**src/sv/uef_pkg.sv**
```systemverilog
// Shared types and constants for the unique-entry FIFO.
// Opcode and status codes, field widths, and the per-cell control struct.
// No dependencies.
package uef_pkg;

  localparam int unsigned VALUE_W  = 32;
  localparam int unsigned MIDPOS_W = 4;
  localparam int unsigned COUNT_W  = 5;

  typedef enum logic [1:0] {
    OP_INSERT = 2'd0,
    OP_REMOVE = 2'd1,
    OP_SEARCH = 2'd2,
    OP_MIDDLE = 2'd3
  } op_t;

  typedef enum logic [2:0] {
    ST_OK       = 3'd0,
    ST_DUP      = 3'd1,
    ST_EMPTY    = 3'd2,
    ST_FULL     = 3'd3,
    ST_FOUND    = 3'd4,
    ST_NOTFOUND = 3'd5
  } status_t;

  // Per-cell control: shift pulls the neighbor toward the head, load takes the key.
  typedef struct packed {
    logic shift;
    logic load;
  } cell_ctrl_t;

endpackage

```
**src/sv/unique_entry_fifo_with_middle.sv**
```systemverilog
// Top level of the unique-entry FIFO: a chain of uef_cell instances with the head
// in cell 0, request decode and a registered result stage. Depends on uef_pkg, uef_cell.
//
//  channel | dir | tdata                    | tuser
//  --------+-----+--------------------------+----------------
//  in_     | in  | value                    | opcode
//  out_    | out | result_value, mid, count | status
//
// One item per cycle: every cell compares its entry with the request value at
// once, so a request is decoded and applied in the cycle it is accepted and its
// result sits in the output register the next cycle.
// The output register is the only stall point: in_tready drops only while a
// result waits and out_tready is low.
// Synchronous active-low reset empties the queue (all cell valid flags cleared)
// and drops out_tvalid; no clearing pass is needed.
module unique_entry_fifo_with_middle #(
  parameter int unsigned QUEUE_DEPTH = 16
) (
  input  logic        clk,
  input  logic        rst_n,
  input  logic        in_tvalid,
  output logic        in_tready,
  input  logic [31:0] in_tdata,   // [31:0] value
  input  logic [1:0]  in_tuser,   // [1:0] opcode
  output logic        out_tvalid,
  input  logic        out_tready,
  output logic [47:0] out_tdata,  // [31:0] result_value, [35:32] middle_position,
                                  // [40:36] entry_count, [47:41] zero
  output logic [2:0]  out_tuser   // [2:0] status
);
  import uef_pkg::*;

  localparam int unsigned CW = $clog2(QUEUE_DEPTH + 1);  // count width
  localparam int unsigned IW = $clog2(QUEUE_DEPTH);      // cell index width

  // Chain state
  logic [CW-1:0]             count_r, count_nxt;
  cell_ctrl_t                ctrl     [QUEUE_DEPTH];
  logic [QUEUE_DEPTH-1:0]    cell_valid;
  logic signed [VALUE_W-1:0] cell_value [QUEUE_DEPTH];
  logic [QUEUE_DEPTH-1:0]    cell_match;
  logic [QUEUE_DEPTH-1:0]    nb_valid;
  logic signed [VALUE_W-1:0] nb_value [QUEUE_DEPTH];

  // Request decode
  logic                      in_acc;
  op_t                       op;
  logic signed [VALUE_W-1:0] key;
  logic                      hit, empty, full;
  logic                      do_insert, do_remove;
  logic [CW-1:0]             mid;
  logic [IW-1:0]             mid_idx;

  // Result register
  logic                      out_valid_r;
  status_t                   status_r,  status_nxt;
  logic signed [VALUE_W-1:0] rvalue_r,  rvalue_nxt;
  logic [MIDPOS_W-1:0]       midpos_r,  midpos_nxt;
  logic [COUNT_W-1:0]        cnt_out_r;

  assign in_tready = !out_valid_r || out_tready;
  assign in_acc    = in_tvalid && in_tready;
  assign op        = op_t'(in_tuser);
  assign key       = signed'(in_tdata);

  assign hit     = |cell_match;
  assign empty   = (count_r == '0);
  assign full    = (count_r == CW'(QUEUE_DEPTH));
  assign mid     = count_r >> 1;
  assign mid_idx = mid[IW-1:0];

  assign do_insert = in_acc && (op == OP_INSERT) && !hit && !full;
  assign do_remove = in_acc && (op == OP_REMOVE) && !empty;

  // Neighbor links: each cell takes the entry behind it on a remove.
  for (genvar i = 0; i < QUEUE_DEPTH; i++) begin : g_cell
    if (i == QUEUE_DEPTH - 1) begin : g_last
      assign nb_valid[i] = 1'b0;
      assign nb_value[i] = '0;
    end else begin : g_link
      assign nb_valid[i] = cell_valid[i+1];
      assign nb_value[i] = cell_value[i+1];
    end

    // Insert lands in the first free cell, which is at index count.
    assign ctrl[i].shift = do_remove;
    assign ctrl[i].load  = do_insert && (count_r == CW'(i));

    uef_cell u_cell (
      .clk      (clk),
      .rst_n    (rst_n),
      .ctrl     (ctrl[i]),
      .key      (key),
      .nb_valid (nb_valid[i]),
      .nb_value (nb_value[i]),
      .valid    (cell_valid[i]),
      .value    (cell_value[i]),
      .match    (cell_match[i])
    );
  end

  always_comb begin
    count_nxt  = count_r;
    status_nxt = ST_OK;
    rvalue_nxt = '0;
    midpos_nxt = '0;
    unique case (op)
      OP_INSERT: begin
        if (hit) begin
          status_nxt = ST_DUP;
        end else if (full) begin
          status_nxt = ST_FULL;
        end else begin
          count_nxt = count_r + CW'(1);
        end
      end
      OP_REMOVE: begin
        if (empty) begin
          status_nxt = ST_EMPTY;
        end else begin
          rvalue_nxt = cell_value[0];
          count_nxt  = count_r - CW'(1);
        end
      end
      OP_SEARCH: begin
        if (empty) begin
          status_nxt = ST_EMPTY;
        end else begin
          status_nxt = hit ? ST_FOUND : ST_NOTFOUND;
        end
      end
      OP_MIDDLE: begin
        if (empty) begin
          status_nxt = ST_EMPTY;
        end else begin
          rvalue_nxt = cell_value[mid_idx];
          midpos_nxt = MIDPOS_W'(mid);
        end
      end
      default: begin
        status_nxt = ST_EMPTY;
      end
    endcase
  end

  always_ff @(posedge clk) begin
    if (!rst_n) begin
      count_r     <= '0;
      out_valid_r <= 1'b0;
    end else begin
      if (in_acc) begin
        count_r <= count_nxt;
      end
      if (in_acc) begin
        out_valid_r <= 1'b1;
      end else if (out_tready) begin
        out_valid_r <= 1'b0;
      end
    end
  end

  always_ff @(posedge clk) begin
    if (in_acc) begin
      status_r  <= status_nxt;
      rvalue_r  <= rvalue_nxt;
      midpos_r  <= midpos_nxt;
      cnt_out_r <= COUNT_W'(count_nxt);
    end
  end

  assign out_tvalid = out_valid_r;
  assign out_tuser  = status_r;
  assign out_tdata  = {7'd0, cnt_out_r, midpos_r, rvalue_r};

  // Valid flags form a packed prefix whose length is the count.
  a_prefix: assert property (@(posedge clk) disable iff (!rst_n)
    ($countones(cell_valid) == count_r) && (cell_valid[0] || (count_r == '0)))
    else $error("cell valid flags disagree with count");

  a_bound: assert property (@(posedge clk) disable iff (!rst_n)
    count_r <= CW'(QUEUE_DEPTH))
    else $error("count above depth");

  a_result: assert property (@(posedge clk) disable iff (!rst_n)
    in_acc |=> out_valid_r && (cnt_out_r == COUNT_W'(count_r)))
    else $error("result not registered with new count");

  a_full: assert property (@(posedge clk) disable iff (!rst_n)
    (in_acc && (status_nxt == ST_FULL)) |=> (count_r == CW'(QUEUE_DEPTH)))
    else $error("full status with room left");

endmodule

```
**src/sv/uef_cell.sv**
```systemverilog
// One cell of the queue chain: a valid flag, a stored value and an equality compare.
// Depends on uef_pkg.
module uef_cell (
  input  logic                             clk,
  input  logic                             rst_n,
  input  uef_pkg::cell_ctrl_t              ctrl,
  input  logic signed [uef_pkg::VALUE_W-1:0] key,
  input  logic                             nb_valid,
  input  logic signed [uef_pkg::VALUE_W-1:0] nb_value,
  output logic                             valid,
  output logic signed [uef_pkg::VALUE_W-1:0] value,
  output logic                             match
);
  import uef_pkg::*;

  logic                      valid_r;
  logic signed [VALUE_W-1:0] value_r;

  always_ff @(posedge clk) begin
    if (!rst_n) begin
      valid_r <= 1'b0;
    end else if (ctrl.shift) begin
      valid_r <= nb_valid;
    end else if (ctrl.load) begin
      valid_r <= 1'b1;
    end
  end

  always_ff @(posedge clk) begin
    if (ctrl.shift) begin
      value_r <= nb_value;
    end else if (ctrl.load) begin
      value_r <= key;
    end
  end

  assign valid = valid_r;
  assign value = value_r;
  assign match = valid_r && (value_r == key);

endmodule
```
**config.mk**
```make
export PLATFORM = sky130hd
export DESIGN_NAME = unique_entry_fifo_with_middle
export DESIGN_NICKNAME = d
export VERILOG_FILES = /design/src/sv/uef_pkg.sv /design/src/sv/unique_entry_fifo_with_middle.sv /design/src/sv/uef_cell.sv
export SDC_FILE = /design/constraint.sdc
export NUM_CORES = 2
export LEC_CHECK = 0
export BUFFER_PORTS_ARGS = -buffer_cell sky130_fd_sc_hd__buf_2
export CORE_ASPECT_RATIO = 1.4
export CORE_MARGIN = 3
export CORE_UTILIZATION = 65
export CTS_BUF_LIST = sky130_fd_sc_hd__clkbuf_8
export DETAILED_ROUTE_END_ITERATION = 16
export GPL_ROUTABILITY_DRIVEN = 0
export GPL_TIMING_DRIVEN = 0
export PLACE_DENSITY_LB_ADDON = 0.2
export SYNTH_ARGS = -nofsm -noshare
export SYNTH_HDL_FRONTEND = slang
export SYNTH_HIERARCHICAL = 1
export SYNTH_SLANG_ARGS = --single-unit
```
**constraint.sdc**
```tcl
create_clock -name clk -period 3.7 [get_ports clk]
set_clock_uncertainty 0.05 [all_clocks]
set_input_delay 0.555 -clock clk [delete_from_list [all_inputs] [get_ports clk]]
set_output_delay 0.555 -clock clk [all_outputs]
set_load 0.02 [all_outputs]
```
==> flow_metrics.py <==
metrics = {
    "pwr": {
        "swShare": 0.284,
        "power.share.sequential": 0.481,
        "comb_power_share": 0.180,
        "power.leakage_nw": 13.8,
        "peakVddDrop_mv": 0.270,
        "power_density_nw_per_um2": 410,
        "p_sw_mw": 4.58,
        "power_frac_clock": 0.338,
        "total_power_mw": 16.1,
        "p_int_mw": 11.5,
    },
    "global_routing": {
        "busiest_layer": "met2",
        "grt_pass1_vias": 24700,
        "gr-usage-met3": 0.105,
        "met1_usage": 0.475,
        "grt_max_degree": 35,
        "grt_pass1_wl_um": 167000,
        "antenna_found_initial": 4,
        "grtUsageMet2": 0.667,
        "grt_remaining_overflow": 0,
        "gr-usage-all-layers": 0.417,
    },
    "setup_path": {
        "worstPathRequired_ns": 4.09,
        "critical_path_class": "reg -> reg",
        "endpoint_kind": "flop",
        "cp_data_arrival_time_ns": 4.27,
        "worstPathMaxFanout": 9,
        "critPathLaunchType": "flop",
    },
    "layout": {
        "syn_to_final_growth_pct": 14.2,
        "drive_gt1_frac": 0.398,
        "nets": 2746,
    },
    "detailed_routing": {
        "post-route-drc-count": 0,
        "viasPerCell": 7.08,
        "via_count": 24600,
        "drt_iter0_markers": 4021,
        "first_pass_iters": 8,
        "postRouteAntennaNets": 0,
        "wl_per_cell_um": 34.1,
        "wirelength_um": 119000,
    },
    "yosys": {
        "synthArstFlopShare": 0,
        "netlist_instances": 2410,
        "avgSynthCellArea_um2": 14.3,
        "synth-main-ff-cell": "edfxtp_1",
        "yosysUniqueCellTypes": 55,
        "ys_ff_latch": 578,
        "ys_warn_count": 6,
        "synth_area_um2": 34400,
        "synth-edff-count": 556,
        "yosysSeqAreaShare": 0.499,
    },
    "clock_tree": {
        "cts-root-buf": "clkbuf_8",
        "cts.sinks": 578,
        "cts_made_buffers": 90,
        "clk_pin_slew_ns": 0.08,
        "ctsHtreeMaxLevel": 3,
        "clock_latency_ns": 0.72,
        "clockBufferDepth": 3,
        "cts_tree": "built",
    },
    "sta": {
        "setup_violations": 236,
        "hold-worst-slack_ns": 0.0759,
        "period_share": 1.05,
        "max_freq_ghz": 0.258,
        "fin_crit_ns": 3.88,
        "finalMaxSlewViolations": 0,
        "slew_headroom": 0.00562,
        "hold_viol": 0,
        "worstMarginPinSlew_ns": 1.49,
        "finalWorstSetupSlack_ns": -0.182,
    },
    "status": {
        "status": "finished, violations left",
        "violations": "max-capacitance violations, negative setup slack",
    },
    "placement": {
        "dp_hpwl_um": 78000,
        "io_buffers": 82,
    },
    "floorplanning": {
        "fp.dieH_um": 278,
        "die_w_um": 200,
        "ioPinCount": 91,
        "core_um2": 52100,
        "die_area_um2": 55700,
        "start_util": 0.659,
        "rows": 99,
    },
    "run": {
        "drv_cap": 1,
    },
    "min_path": {
        "hold_class": "in -> reg",
    },
}
-- through the flow --
step	cells	setup slack (ns)	area (µm²)	util	setup TNS, ns
6_report	3479	-0.182	39200	0.753	-15.74
5_1_grt	3478	-0.159	39200	0.753	-17.59
4_1_cts	3458	0.00592	38800	0.743	0
3_5_place_dp	3239	-1.39	35800	0.687	-935.68
3_3_place_gp	3238	-1.33	35800	0.686	-876.07
2_1_floorplan	2449	0.375	34500	-	0
-- path summary, 6_finish.rpt --
check | from | end | slack [ns] | cells after the start
max | g_cell[3].u_cell/value[13] | g_cell[10].u_cell/value[11] | -0.18 | 11
max reg2reg | g_cell[3].u_cell/value[13] | g_cell[10].u_cell/value[11] | -0.18 | 11
min reg2reg | g_cell[0].u_cell/valid | g_cell[0].u_cell/valid | 0.48 | 1
min | in_tvalid | out_tvalid | 0.08 | 3
-- per-layer routing --
metal / part of all wire / vias up
met5: 0.000084 / -
met4: 0.11 / 2
met3: 0.12 / 720
met2: 0.46 / 2128
met1: 0.31 / 11900
li1: - / 9871
-- cells in the final DEF (no fill, tap or decap), types with 20 or more instances in the layout --
cell type  Yosys  final
edfxtp_1     556    556
mux2_2       514    514
xor2_1       496    496
mux4_2       126    126
clkbuf_8       0     98
nor4_1       112     94
buf_2         83     91
nand2_1       72     71
a21oi_1       57     57
buf_4         10     52
buf_12         0     49
conb_1         1     40
or2_4          0     38
nand3_1       37     37
mux2i_1       34     34
inv_1          6     31
o21ai_1       30     30
clkbuf_4       0     24
dfxtp_1       22     22
nor3_1        21     21
buf_6          6     20
-- cell type report --
class	count	area [µm²]
multi-input cells	1760	17100
inverters	8	33.8
diodes	3	7.51
flip-flops and latches	578	17100
fillers	3225	12900
well taps	707	885
plain buffers	127	857
clock inverters	61	383
clock buffers	98	1350
repair buffers	137	1490
-- synth_stat cells (all sizes together) (4+ instances only) --
cell | count | area, µm²
or2 | 18 | 113
and2 | 6 | 40.0
nor3 | 37 | 265
edfxtp | 556 | 16700
buf | 106 | 584
and3 | 14 | 87.6
mux2 | 514 | 5790
mux4 | 126 | 2840
nand4 | 17 | 113
mux2i | 34 | 340
nand2 | 72 | 270
nand3 | 37 | 185
inv | 6 | 22.5
o311a | 16 | 160
a21oi | 69 | 390
nor2 | 11 | 41.3
xnor2 | 18 | 158
nand2b | 18 | 113
a31oi | 4 | 25.0
o21ai | 43 | 215
clkbuf | 22 | 83.8
xor2 | 496 | 4340
ha | 6 | 75.1
nor4 | 117 | 763
dfxtp | 22 | 440
-- registers in the layout (all words and copies together), names as in the netlist --
register / flops
out_tuser: 3
count_r: 5
cnt_out_r: 5
out_tvalid: 1
midpos_r: 4
g_cell.u_cell/value: 512
g_cell.u_cell/valid: 16
rvalue_r: 32
-- power by group through the flow --
stage	combinational (mW)	clock [mW]	sequential [mW]
2_1_floorplan	1.57	0	7.86
3_3_place_gp	2.45	0	7.86
3_5_place_dp	2.53	0	7.88
4_1_cts	2.72	5.46	7.73
5_1_grt	2.98	5.72	7.76
6_report	2.90	5.45	7.74
-- worst max-delay path: stages, from the launching register on --
cell      delay [ns]
edfxtp_1        0.48
xor2_1          0.21
nor4_1          0.69
nand4_1         0.34
nor3_2          0.32
nor4_4          0.09
nand4_4         0.19
nor2_2          0.10
and4_1          0.31
and2_1          0.31
or2_4           0.33
buf_12          0.16
-- cells by family after synthesis --
family / Yosys count / share of synthesized area
flip-flops: 578 / 0.499
XOR/XNOR: 514 / 0.131
AO/OA/AOI/OAI: 145 / 0.0261
adder cells (fa/ha/maj): 6 / 0.00219
buffers and inverters: 136 / 0.0203
AND/OR/NAND/NOR: 356 / 0.0605
multiplexers: 674 / 0.261
other: 1 / 0.000109
-- repair_timing --
| item | CTS | global route |
|---|---|---|
| endpoints found under the setup margin | 1040 | 965 |
| pin swaps | 25 | 6 |
| hold buffers | 0 | 0 |
| gates cloned | 19 | 6 |
| buffers inserted | 41 | 13 |
| resized for setup | 98 | 74 |
(Power assumes the default switching activity.)
